`src/sv/src_pkg.sv`:
```
// Package for the settings record checker: record layout, field codes,
// check limits and the byte-wide CRC-16/CCITT-FALSE update. No dependencies.
`default_nettype none

package src_pkg;

    // Record layout and check limits
    localparam int PRESET_COUNT = 15;
    localparam int MAX_ROWS     = 5;
    localparam int NUM_IDS      = 5;

    typedef logic [3:0]  t_pos;
    typedef logic [7:0]  t_byte;
    typedef logic [15:0] t_crc;
    typedef logic [3:0]  t_id;
    typedef logic [2:0]  t_count;
    typedef logic [2:0]  t_id_idx;

    // Byte positions within the record
    localparam t_pos POS_MAGIC0  = 4'd0;
    localparam t_pos POS_MAGIC1  = 4'd1;
    localparam t_pos POS_VERSION = 4'd2;
    localparam t_pos POS_ENABLE  = 4'd3;
    localparam t_pos POS_COUNT   = 4'd4;
    localparam t_pos POS_ID0     = 4'd5;
    localparam t_pos POS_ID1     = 4'd6;
    localparam t_pos POS_ID2     = 4'd7;
    localparam t_pos POS_ID3     = 4'd8;
    localparam t_pos POS_ID4     = 4'd9;
    localparam t_pos POS_CRC_LO  = 4'd10;
    localparam t_pos POS_CRC_HI  = 4'd11;
    localparam t_pos POS_REC_LEN = 4'd12;
    localparam t_pos POS_SAT     = 4'd13;

    // Fixed header bytes
    localparam t_byte C_MAGIC0  = 8'h4D;
    localparam t_byte C_MAGIC1  = 8'h4B;
    localparam t_byte C_VERSION = 8'h01;

    // CRC-16/CCITT-FALSE
    localparam t_crc C_CRC_INIT = 16'hFFFF;
    localparam t_crc C_CRC_POLY = 16'h1021;
    localparam t_crc C_CRC_MSB  = 16'h8000;

    // Per-byte state update from the field checker
    typedef struct packed {
        logic    fail;
        logic    crc_we;
        logic    en_we;
        logic    cnt_we;
        logic    id_we;
        logic    low_we;
        t_id_idx id_idx;
    } t_upd;

    // Advance the CRC by one byte, MSB first
    function automatic t_crc crc_byte(input t_crc crc_in, input t_byte b);
        t_crc c;
        c = crc_in ^ {b, 8'h00};
        for (int k = 0; k < 8; k++) begin
            if ((c & C_CRC_MSB) != 16'h0000) begin
                c = {c[14:0], 1'b0} ^ C_CRC_POLY;
            end else begin
                c = {c[14:0], 1'b0};
            end
        end
        return c;
    endfunction

endpackage

`default_nettype wire

```
`src/sv/src_if.sv`:
```
// Valid/ready channel interfaces for the settings record checker:
// record byte stream in, decoded result out. Depends on src_pkg.
`default_nettype none

interface src_in_if import src_pkg::*; ();
    logic  valid;
    logic  ready;
    t_byte data_byte;
    logic  last_byte;

    modport source (output valid, output data_byte, output last_byte, input ready);
    modport sink   (input valid, input data_byte, input last_byte, output ready);
endinterface

interface src_out_if import src_pkg::*; ();
    logic   valid;
    logic   ready;
    logic   record_ok;
    logic   enabled_flag;
    t_count row_count;
    t_id    entry_id_0;
    t_id    entry_id_1;
    t_id    entry_id_2;
    t_id    entry_id_3;
    t_id    entry_id_4;

    modport source (
        output valid, output record_ok, output enabled_flag, output row_count,
        output entry_id_0, output entry_id_1, output entry_id_2,
        output entry_id_3, output entry_id_4, input ready
    );
    modport sink (
        input valid, input record_ok, input enabled_flag, input row_count,
        input entry_id_0, input entry_id_1, input entry_id_2,
        input entry_id_3, input entry_id_4, output ready
    );
endinterface

`default_nettype wire

```
`src/sv/settings_record_checker_core.sv`:
```
// Top level of the settings record checker: byte stream in, one decoded
// result per record out. Depends on src_pkg, src_if and src_byte_check.
//
// The block takes one record byte per clock cycle with no gaps between
// records. All checks and the byte-wide CRC update for a byte are done in
// the cycle it is accepted, against the running record state; the byte that
// carries last_byte loads the result register, so its result is valid on the
// next cycle. The result register parts the two sides: the next record's
// bytes are accepted while a result waits, and input stalls only when the
// result register is full and the sink is not ready. Every last_byte yields
// exactly one result; a record that is not exactly 12 bytes, or fails any
// field or CRC check, yields a result with every field zero.
`default_nettype none

module settings_record_checker_core import src_pkg::*; (
    input  wire        i_clk,
    input  wire        i_rst_n,
    src_in_if.sink     i_in,
    src_out_if.source  o_out
);

    // Record state
    t_pos        r_pos;
    t_crc        r_crc;
    logic        r_checks;
    logic        r_held_en;
    t_count      r_held_count;
    t_id         r_held_ids [NUM_IDS];
    logic [15:0] r_seen;
    t_byte       r_crc_low;

    // Result register
    logic        r_out_valid;
    logic        r_ok;
    logic        r_en;
    t_count      r_count;
    t_id         r_ids [NUM_IDS];

    t_upd        w_upd;
    t_crc        w_crc;
    logic        w_accept;
    logic        w_ok;
    t_pos        w_pos_next;

    src_byte_check u_check (
        .i_pos        (r_pos),
        .i_byte       (i_in.data_byte),
        .i_held_count (r_held_count),
        .i_seen_mask  (r_seen),
        .i_crc        (r_crc),
        .i_crc_low    (r_crc_low),
        .o_upd        (w_upd),
        .o_crc        (w_crc)
    );

    // Accept while the result register is free or being drained
    assign i_in.ready = !r_out_valid || o_out.ready;
    assign w_accept   = i_in.valid && i_in.ready;
    assign w_pos_next = (r_pos < POS_SAT) ? r_pos + 4'd1 : r_pos;
    assign w_ok       = r_checks && !w_upd.fail && (w_pos_next == POS_REC_LEN);

    // Advance record state; clear it after the last byte
    always_ff @(posedge i_clk) begin
        if (!i_rst_n || (w_accept && i_in.last_byte)) begin
            r_pos        <= POS_MAGIC0;
            r_crc        <= C_CRC_INIT;
            r_checks     <= 1'b1;
            r_held_en    <= 1'b0;
            r_held_count <= '0;
            r_seen       <= '0;
            r_crc_low    <= '0;
            for (int i = 0; i < NUM_IDS; i++) begin
                r_held_ids[i] <= '0;
            end
        end else if (w_accept) begin
            r_pos <= w_pos_next;
            if (w_upd.fail)   r_checks     <= 1'b0;
            if (w_upd.crc_we) r_crc        <= w_crc;
            if (w_upd.en_we)  r_held_en    <= i_in.data_byte[0];
            if (w_upd.cnt_we) r_held_count <= i_in.data_byte[2:0];
            if (w_upd.low_we) r_crc_low    <= i_in.data_byte;
            if (w_upd.id_we) begin
                r_seen                    <= r_seen | (16'd1 << i_in.data_byte[3:0]);
                r_held_ids[w_upd.id_idx]  <= i_in.data_byte[3:0];
            end
        end
    end

    // Hold the result until taken
    always_ff @(posedge i_clk) begin
        if (!i_rst_n) begin
            r_out_valid <= 1'b0;
        end else if (w_accept && i_in.last_byte) begin
            r_out_valid <= 1'b1;
        end else if (o_out.ready) begin
            r_out_valid <= 1'b0;
        end
    end

    // Load result fields; zero everything on failure
    always_ff @(posedge i_clk) begin
        if (w_accept && i_in.last_byte) begin
            r_ok    <= w_ok;
            r_en    <= w_ok && r_held_en;
            r_count <= w_ok ? r_held_count : '0;
            for (int j = 0; j < NUM_IDS; j++) begin
                r_ids[j] <= (w_ok && (3'(j) < r_held_count)) ? r_held_ids[j] : '0;
            end
        end
    end

    assign o_out.valid        = r_out_valid;
    assign o_out.record_ok    = r_ok;
    assign o_out.enabled_flag = r_en;
    assign o_out.row_count    = r_count;
    assign o_out.entry_id_0   = r_ids[0];
    assign o_out.entry_id_1   = r_ids[1];
    assign o_out.entry_id_2   = r_ids[2];
    assign o_out.entry_id_3   = r_ids[3];
    assign o_out.entry_id_4   = r_ids[4];

    // A last byte always produces a result
    a_last_gives_result: assert property (@(posedge i_clk) disable iff (!i_rst_n)
        (w_accept && i_in.last_byte) |=> r_out_valid)
        else $error("no result after last byte");

    // Record state restarts after the last byte
    a_state_restart: assert property (@(posedge i_clk) disable iff (!i_rst_n)
        (w_accept && i_in.last_byte) |=> (r_pos == POS_MAGIC0 && r_crc == C_CRC_INIT
            && r_checks && r_seen == 16'h0000))
        else $error("record state not restarted");

    // A passing record has a legal row count
    a_ok_count: assert property (@(posedge i_clk) disable iff (!i_rst_n)
        (r_out_valid && r_ok) |-> (r_count != 3'd0 && r_count <= 3'(MAX_ROWS)))
        else $error("passing record with bad row count");

    // A failed record reports all fields zero
    a_fail_zero: assert property (@(posedge i_clk) disable iff (!i_rst_n)
        (r_out_valid && !r_ok) |-> (!r_en && r_count == 3'd0 && r_ids[0] == 4'd0
            && r_ids[1] == 4'd0 && r_ids[2] == 4'd0 && r_ids[3] == 4'd0
            && r_ids[4] == 4'd0))
        else $error("failed record with nonzero fields");

    // Byte position never passes saturation
    a_pos_sat: assert property (@(posedge i_clk) disable iff (!i_rst_n)
        r_pos <= POS_SAT)
        else $error("byte position beyond saturation");

endmodule

`default_nettype wire

```
`src/sv/src_byte_check.sv`:
```
// Field checker for one record byte: decides pass/fail and which held
// fields the byte writes, and computes the advanced CRC. Depends on src_pkg.
`default_nettype none

module src_byte_check import src_pkg::*; (
    input  wire t_pos   i_pos,
    input  wire t_byte  i_byte,
    input  wire t_count i_held_count,
    input  wire [15:0]  i_seen_mask,
    input  wire t_crc   i_crc,
    input  wire t_byte  i_crc_low,
    output t_upd        o_upd,
    output t_crc        o_crc
);

    t_pos w_id_off;

    assign w_id_off = i_pos - POS_ID0;
    assign o_crc    = crc_byte(i_crc, i_byte);

    // Decode the byte by its place in the record
    always_comb begin
        o_upd        = '0;
        o_upd.crc_we = (i_pos < POS_CRC_LO);
        o_upd.id_idx = w_id_off[2:0];
        case (i_pos)
            POS_MAGIC0:  o_upd.fail = (i_byte != C_MAGIC0);
            POS_MAGIC1:  o_upd.fail = (i_byte != C_MAGIC1);
            POS_VERSION: o_upd.fail = (i_byte != C_VERSION);
            POS_ENABLE: begin
                o_upd.fail  = (i_byte > 8'd1);
                o_upd.en_we = (i_byte <= 8'd1);
            end
            POS_COUNT: begin
                o_upd.fail   = (i_byte == 8'd0) || (i_byte > 8'(MAX_ROWS));
                o_upd.cnt_we = !o_upd.fail;
            end
            POS_ID0, POS_ID1, POS_ID2, POS_ID3, POS_ID4: begin
                // only ids below the held count are checked and kept
                if (w_id_off[2:0] < i_held_count) begin
                    if (i_byte >= 8'(PRESET_COUNT)) begin
                        o_upd.fail = 1'b1;
                    end else begin
                        o_upd.fail  = i_seen_mask[i_byte[3:0]];
                        o_upd.id_we = 1'b1;
                    end
                end
            end
            POS_CRC_LO:  o_upd.low_we = 1'b1;
            POS_CRC_HI:  o_upd.fail   = (i_crc != {i_byte, i_crc_low});
            default:     o_upd.fail   = 1'b1;
        endcase
    end

endmodule

`default_nettype wire

```
`src/flat_wrapper.sv`:
```
// flat-port wrapper written by rule: the top's interface ports become plain ports
module settings_record_checker_core_flat import src_pkg::*;
  (i_clk, i_rst_n, i_in_valid, i_in_data_byte, i_in_last_byte, i_in_ready, o_out_valid, o_out_record_ok, o_out_enabled_flag, o_out_row_count, o_out_entry_id_0, o_out_entry_id_1, o_out_entry_id_2, o_out_entry_id_3, o_out_entry_id_4, o_out_ready);
  src_in_if i_in_i ();
  src_out_if o_out_i ();
  input  wire i_clk;
  input  wire i_rst_n;
  input wire logic [$bits(i_in_i.valid)-1:0] i_in_valid;
  input wire logic [$bits(i_in_i.data_byte)-1:0] i_in_data_byte;
  input wire logic [$bits(i_in_i.last_byte)-1:0] i_in_last_byte;
  output wire logic [$bits(i_in_i.ready)-1:0] i_in_ready;
  output wire logic [$bits(o_out_i.valid)-1:0] o_out_valid;
  output wire logic [$bits(o_out_i.record_ok)-1:0] o_out_record_ok;
  output wire logic [$bits(o_out_i.enabled_flag)-1:0] o_out_enabled_flag;
  output wire logic [$bits(o_out_i.row_count)-1:0] o_out_row_count;
  output wire logic [$bits(o_out_i.entry_id_0)-1:0] o_out_entry_id_0;
  output wire logic [$bits(o_out_i.entry_id_1)-1:0] o_out_entry_id_1;
  output wire logic [$bits(o_out_i.entry_id_2)-1:0] o_out_entry_id_2;
  output wire logic [$bits(o_out_i.entry_id_3)-1:0] o_out_entry_id_3;
  output wire logic [$bits(o_out_i.entry_id_4)-1:0] o_out_entry_id_4;
  input wire logic [$bits(o_out_i.ready)-1:0] o_out_ready;
  assign i_in_i.valid = i_in_valid;
  assign i_in_i.data_byte = i_in_data_byte;
  assign i_in_i.last_byte = i_in_last_byte;
  assign i_in_ready = i_in_i.ready;
  assign o_out_valid = o_out_i.valid;
  assign o_out_record_ok = o_out_i.record_ok;
  assign o_out_enabled_flag = o_out_i.enabled_flag;
  assign o_out_row_count = o_out_i.row_count;
  assign o_out_entry_id_0 = o_out_i.entry_id_0;
  assign o_out_entry_id_1 = o_out_i.entry_id_1;
  assign o_out_entry_id_2 = o_out_i.entry_id_2;
  assign o_out_entry_id_3 = o_out_i.entry_id_3;
  assign o_out_entry_id_4 = o_out_i.entry_id_4;
  assign o_out_i.ready = o_out_ready;
  settings_record_checker_core u_core (.i_clk(i_clk), .i_rst_n(i_rst_n), .i_in(i_in_i), .o_out(o_out_i));
endmodule
```
`config.mk`:
```
export PLATFORM = sky130hd
export DESIGN_NAME = settings_record_checker_core_flat
export DESIGN_NICKNAME = d
export VERILOG_FILES = /design/src/sv/src_pkg.sv /design/src/sv/src_if.sv /design/src/sv/settings_record_checker_core.sv /design/src/sv/src_byte_check.sv /design/src/flat_wrapper.sv
export SDC_FILE = /design/constraint.sdc
export NUM_CORES = 1
export LEC_CHECK = 0
export ABC_AREA = 1
export BUFFER_PORTS_ARGS = -buffer_cell sky130_fd_sc_hd__buf_2
export CORE_ASPECT_RATIO = 0.6
export CORE_MARGIN = 3
export CORE_UTILIZATION = 40
export CTS_CLUSTER_SIZE = 14
export DETAILED_ROUTE_END_ITERATION = 16
export PLACE_DENSITY_LB_ADDON = 0.12
export SYNTH_ARGS = -nofsm -noshare
export SYNTH_HDL_FRONTEND = slang
export SYNTH_SLANG_ARGS = --single-unit
```
`constraint.sdc`:
```
create_clock -name i_clk -period 6.81 [get_ports i_clk]
set_input_delay 0.3405 -clock i_clk [delete_from_list [all_inputs] [get_ports i_clk]]
set_output_delay 0.3405 -clock i_clk [all_outputs]
set_load 0.03 [all_outputs]
```
==> out/results.tsv <==
stage	metric	value	unit
sta	Pins Over Slew Limit	0	
global_routing	largest net degree at the start of global routing	41	
finish	area grow syn2layout	12.8	%
hold_path	worst hold path type	primary input to flop	
finish	Final #Nets	631	
drt	Final ANT Viol Nets	0	
sta	setup TNS	0	ns
logic_synthesis	Mapped Nets	597	
job	Max Cap Viol	0	
global_routing	vias in the first global route	3359	
logic_synthesis	Synth Flop Type	dfxtp_1	
sta	final hold viol count	0	
setup_path	endpoint class of the critical path	flop	
sta	Final Setup Violations	0	
clock_tree	PostCTS Resize Cnt	0	
die	# IOs	40	
logic_synthesis	Cell variety after synth	41	
drt	1st-iter DRT viols	362	
logic_synthesis	Mapped Area	4780	µm²
logic_synthesis	syn avg cell area	8.28	µm²
logic_synthesis	EDFF count, synth	45	
setup_path	CP cell instances	nand2_2 > nand2_4 > inv_2 > nand2_2 > nand2_2 > inv_2 > nand3_1 > nor2_8 > nand3_1 > nand2_1	
setup_path	Startpoint Class	flop	
drt	Routed wire per std cell	14.4	µm
sta	RSZ-0062 raised after global routing	no	
clock_tree	clock sinks	95	
global_routing	total track usage	17.2	%
power	total power	0.00132	W
sta	Worst Max-Slew Pin Slew	0.961	ns
power	P_leak	2.36	nW
logic_synthesis	Post-synth ARST share	0	%
drt	DRC Markers	0	
clock_tree	CTS tree	done	
global_routing	first-pass GRT wire length	18.2	mm
logic_synthesis	Yosys warning total	0	
clock_tree	latest clock arrival within the worst-skew pair	0.34	ns
finish	ratio of cells with drive above 1 in the final layout	18.0	%
setup_path	delay-heaviest family, CP	simple AND/OR/NAND/NOR gates	
sta	Setup Skew	0.00652	ns
setup_path	Crit-path slowest cell	inv_2	
drt	DR pass1 iterations	5	
sta	Min Hold Slack	0.212	ns
die	core area	11500	µm²
die	num rows	30	
placement	Final Wtd Congestion	0.889	
clock_tree	number of H-tree levels	3	
placement	port bufs	39	
status	outcome	complete, no violations	
sta	Rel. slew slack	35.8	%
die	Initial Util	41.7	%
clock_tree	CTS max path bufs	2	
die	die area	13400	µm²
sta	FMAX	341	MHz
drt	vias	3805	
clock_tree	setup bufs post-CTS	0	
placement	DPL Wire Length	8.23	mm
clock_tree	TritonCTS Buffers	9	
die	Die Span Y	90.7	µm
finish	final design instance area without fill	5400	µm²
clock_tree	clock root cell	clkbuf_16	
logic_synthesis	sequential-to-total area share from yosys stat	49.2	%
setup_path	worst-path fanout max	40	
power	maximum VDD drop	0.120	mV
logic_synthesis	Seq cells post-synth	95	
setup_path	Buffers & Inverters on Critical Path	2	
die	Die W	147	µm
sta	Min Clock Period, post-route	2.93	ns
power	pwr dens	245	nW/µm²
clock_tree	clock-pin slew on the worst setup and hold paths	0.07	ns
setup_path	CP arrival	2.97	ns
sta	Tcrit/Tclk final	43.0	%
drt	routed wire length	11.2	mm
setup_path	slowest stage delay, CP	0.62	ns
finish	Antenna diodes	0	
placement	DP Area	5100	µm²
logic_synthesis	synthesized instance count	578	
clock_tree	CTS Hold Bufs	0	
global_routing	grt total ovfl	0	
global_routing	initial antenna violation count	0	
setup_path	worst path required time	6.85	ns
setup_path	Critical Path Most Common Cell	nand2_2	
drt	vias per inst	4.90	
setup_path	WS Path Type	flop to flop	
## final cells by class
cell class / count / area (µm²)
inverter: 96 / 362
clock inverter: 6 / 68.8
clock buffer: 10 / 229
fill: 1168 / 6090
multi-input combinational: 370 / 1980
timing repair buffer: 40 / 203
sequential: 95 / 2350
tap: 160 / 200
## synth_stat cells (6+ instances only)
cell      count  share of area, %
a21oi_1      29               3.0
clkbuf_1     10              0.78
dfxtp_1      50                21
edfxtp_1     45                28
ha_1          6               1.6
inv_1        85               6.7
inv_2        10              0.78
nand2_1     119               9.3
nand2_2       6              0.78
nand3_1      31               3.2
nand4_2       7               1.8
nor2_1       80               6.3
nor2_2        8               1.0
o211ai_1      9               1.4
o21ai_0      29               3.0
o22ai_2       7               1.8
## flip-flops by register name (all words and copies together) (netlist names)
signal / count
u_core.r_held_ids: 20
u_core.r_checks: 1
u_core.o_out.row_count: 3
u_core.r_seen: 16
u_core.o_out.record_ok: 1
u_core.r_ids: 20
u_core.r_held_count: 3
u_core.o_out.enabled_flag: 1
u_core.r_held_en: 1
u_core.r_crc_low: 8
u_core.o_out.valid: 1
u_core.r_crc: 16
u_core.r_pos: 4
## worst register-to-register path, stage by stage, from the launching register on
cell and delay (ns):
dfxtp_1 0.34, nand2_2 0.09, nand2_4 0.10, inv_2 0.10, nand2_2 0.09, nand2_2 0.25
inv_2 0.63, nand3_1 0.34, nor2_8 0.25, nand3_1 0.23, nand2_1 0.22
## metrics by stage
step	cells	setup WS (ns)	utilization (%)
after floorplan	578	4.43	-
after detailed placement	761	3.73	44.4
after global placement	761	3.82	44.4
final	777	3.88	47.0
after global routing	777	3.58	47.0
after CTS	777	3.86	47.0
## layer usage
metal,vias to the layer above,global-route usage (%),wire length (µm)
li1,1946,-,-
met1,1761,28.4,6170
met2,87,22.0,4280
met3,11,4.01,641
met4,0,4.19,122
met5,-,0,0
## report_power, final
part	total [W]	switching (W)	internal (W)
clock network	0.000506	0.000218	0.000287
registers	0.000634	0.0000148	0.000619
logic	0.000181	0.000130	0.0000514
## placed cells by master (no fill, tap or decap), types with 2 or more instances in the layout
master     Yosys  final
a211oi_1       3      3
a21oi_1       29     29
buf_2          3     39
clkbuf_16      0      9
clkinv_2       1      2
dfxtp_1       50     50
edfxtp_1      45     45
ha_1           6      6
inv_1         85     85
inv_2         10     10
inv_6          0      2
nand2_1      119    119
nand2_2        6      6
nand3_1       31     31
nand3_2        2      2
nand3_4        2      2
nand4_2        7      7
nor2_1        80     80
nor2_2         8      8
nor2_4         2      2
nor2_8         2      2
nor3_1         3      3
o211ai_1       9      9
o21ai_0       29     29
o21ai_1        3      3
o21ai_2        3      3
o221ai_1       3      3
o22ai_2        7      7
xnor2_1        4      4
xor2_1         2      2
## final timing paths
check                                         from                 endpoint  slack [ns]  cells after the start
worst max-delay path            u_core.o_out.valid  u_core.r_held_ids[3][0]        3.88                     10
worst max register to register  u_core.o_out.valid  u_core.r_held_ids[3][0]        3.88                     10
worst min-delay path                       i_rst_n       u_core.o_out.valid        0.21                      3
worst min register to register   u_core.r_seen[15]        u_core.r_seen[15]        0.44                      2
## cells by family after synthesis
logic type	after synthesis	synth area share, %
adders and majority gates	6	1.57
DFF	95	49.2
AOI/OAI and AO/OA	90	11.9
buffers and inverters	113	9.44
and+or+nand+nor	268	26.8
xor gates and xnor gates	6	1.10
Power figures use the tool's default switching activity.
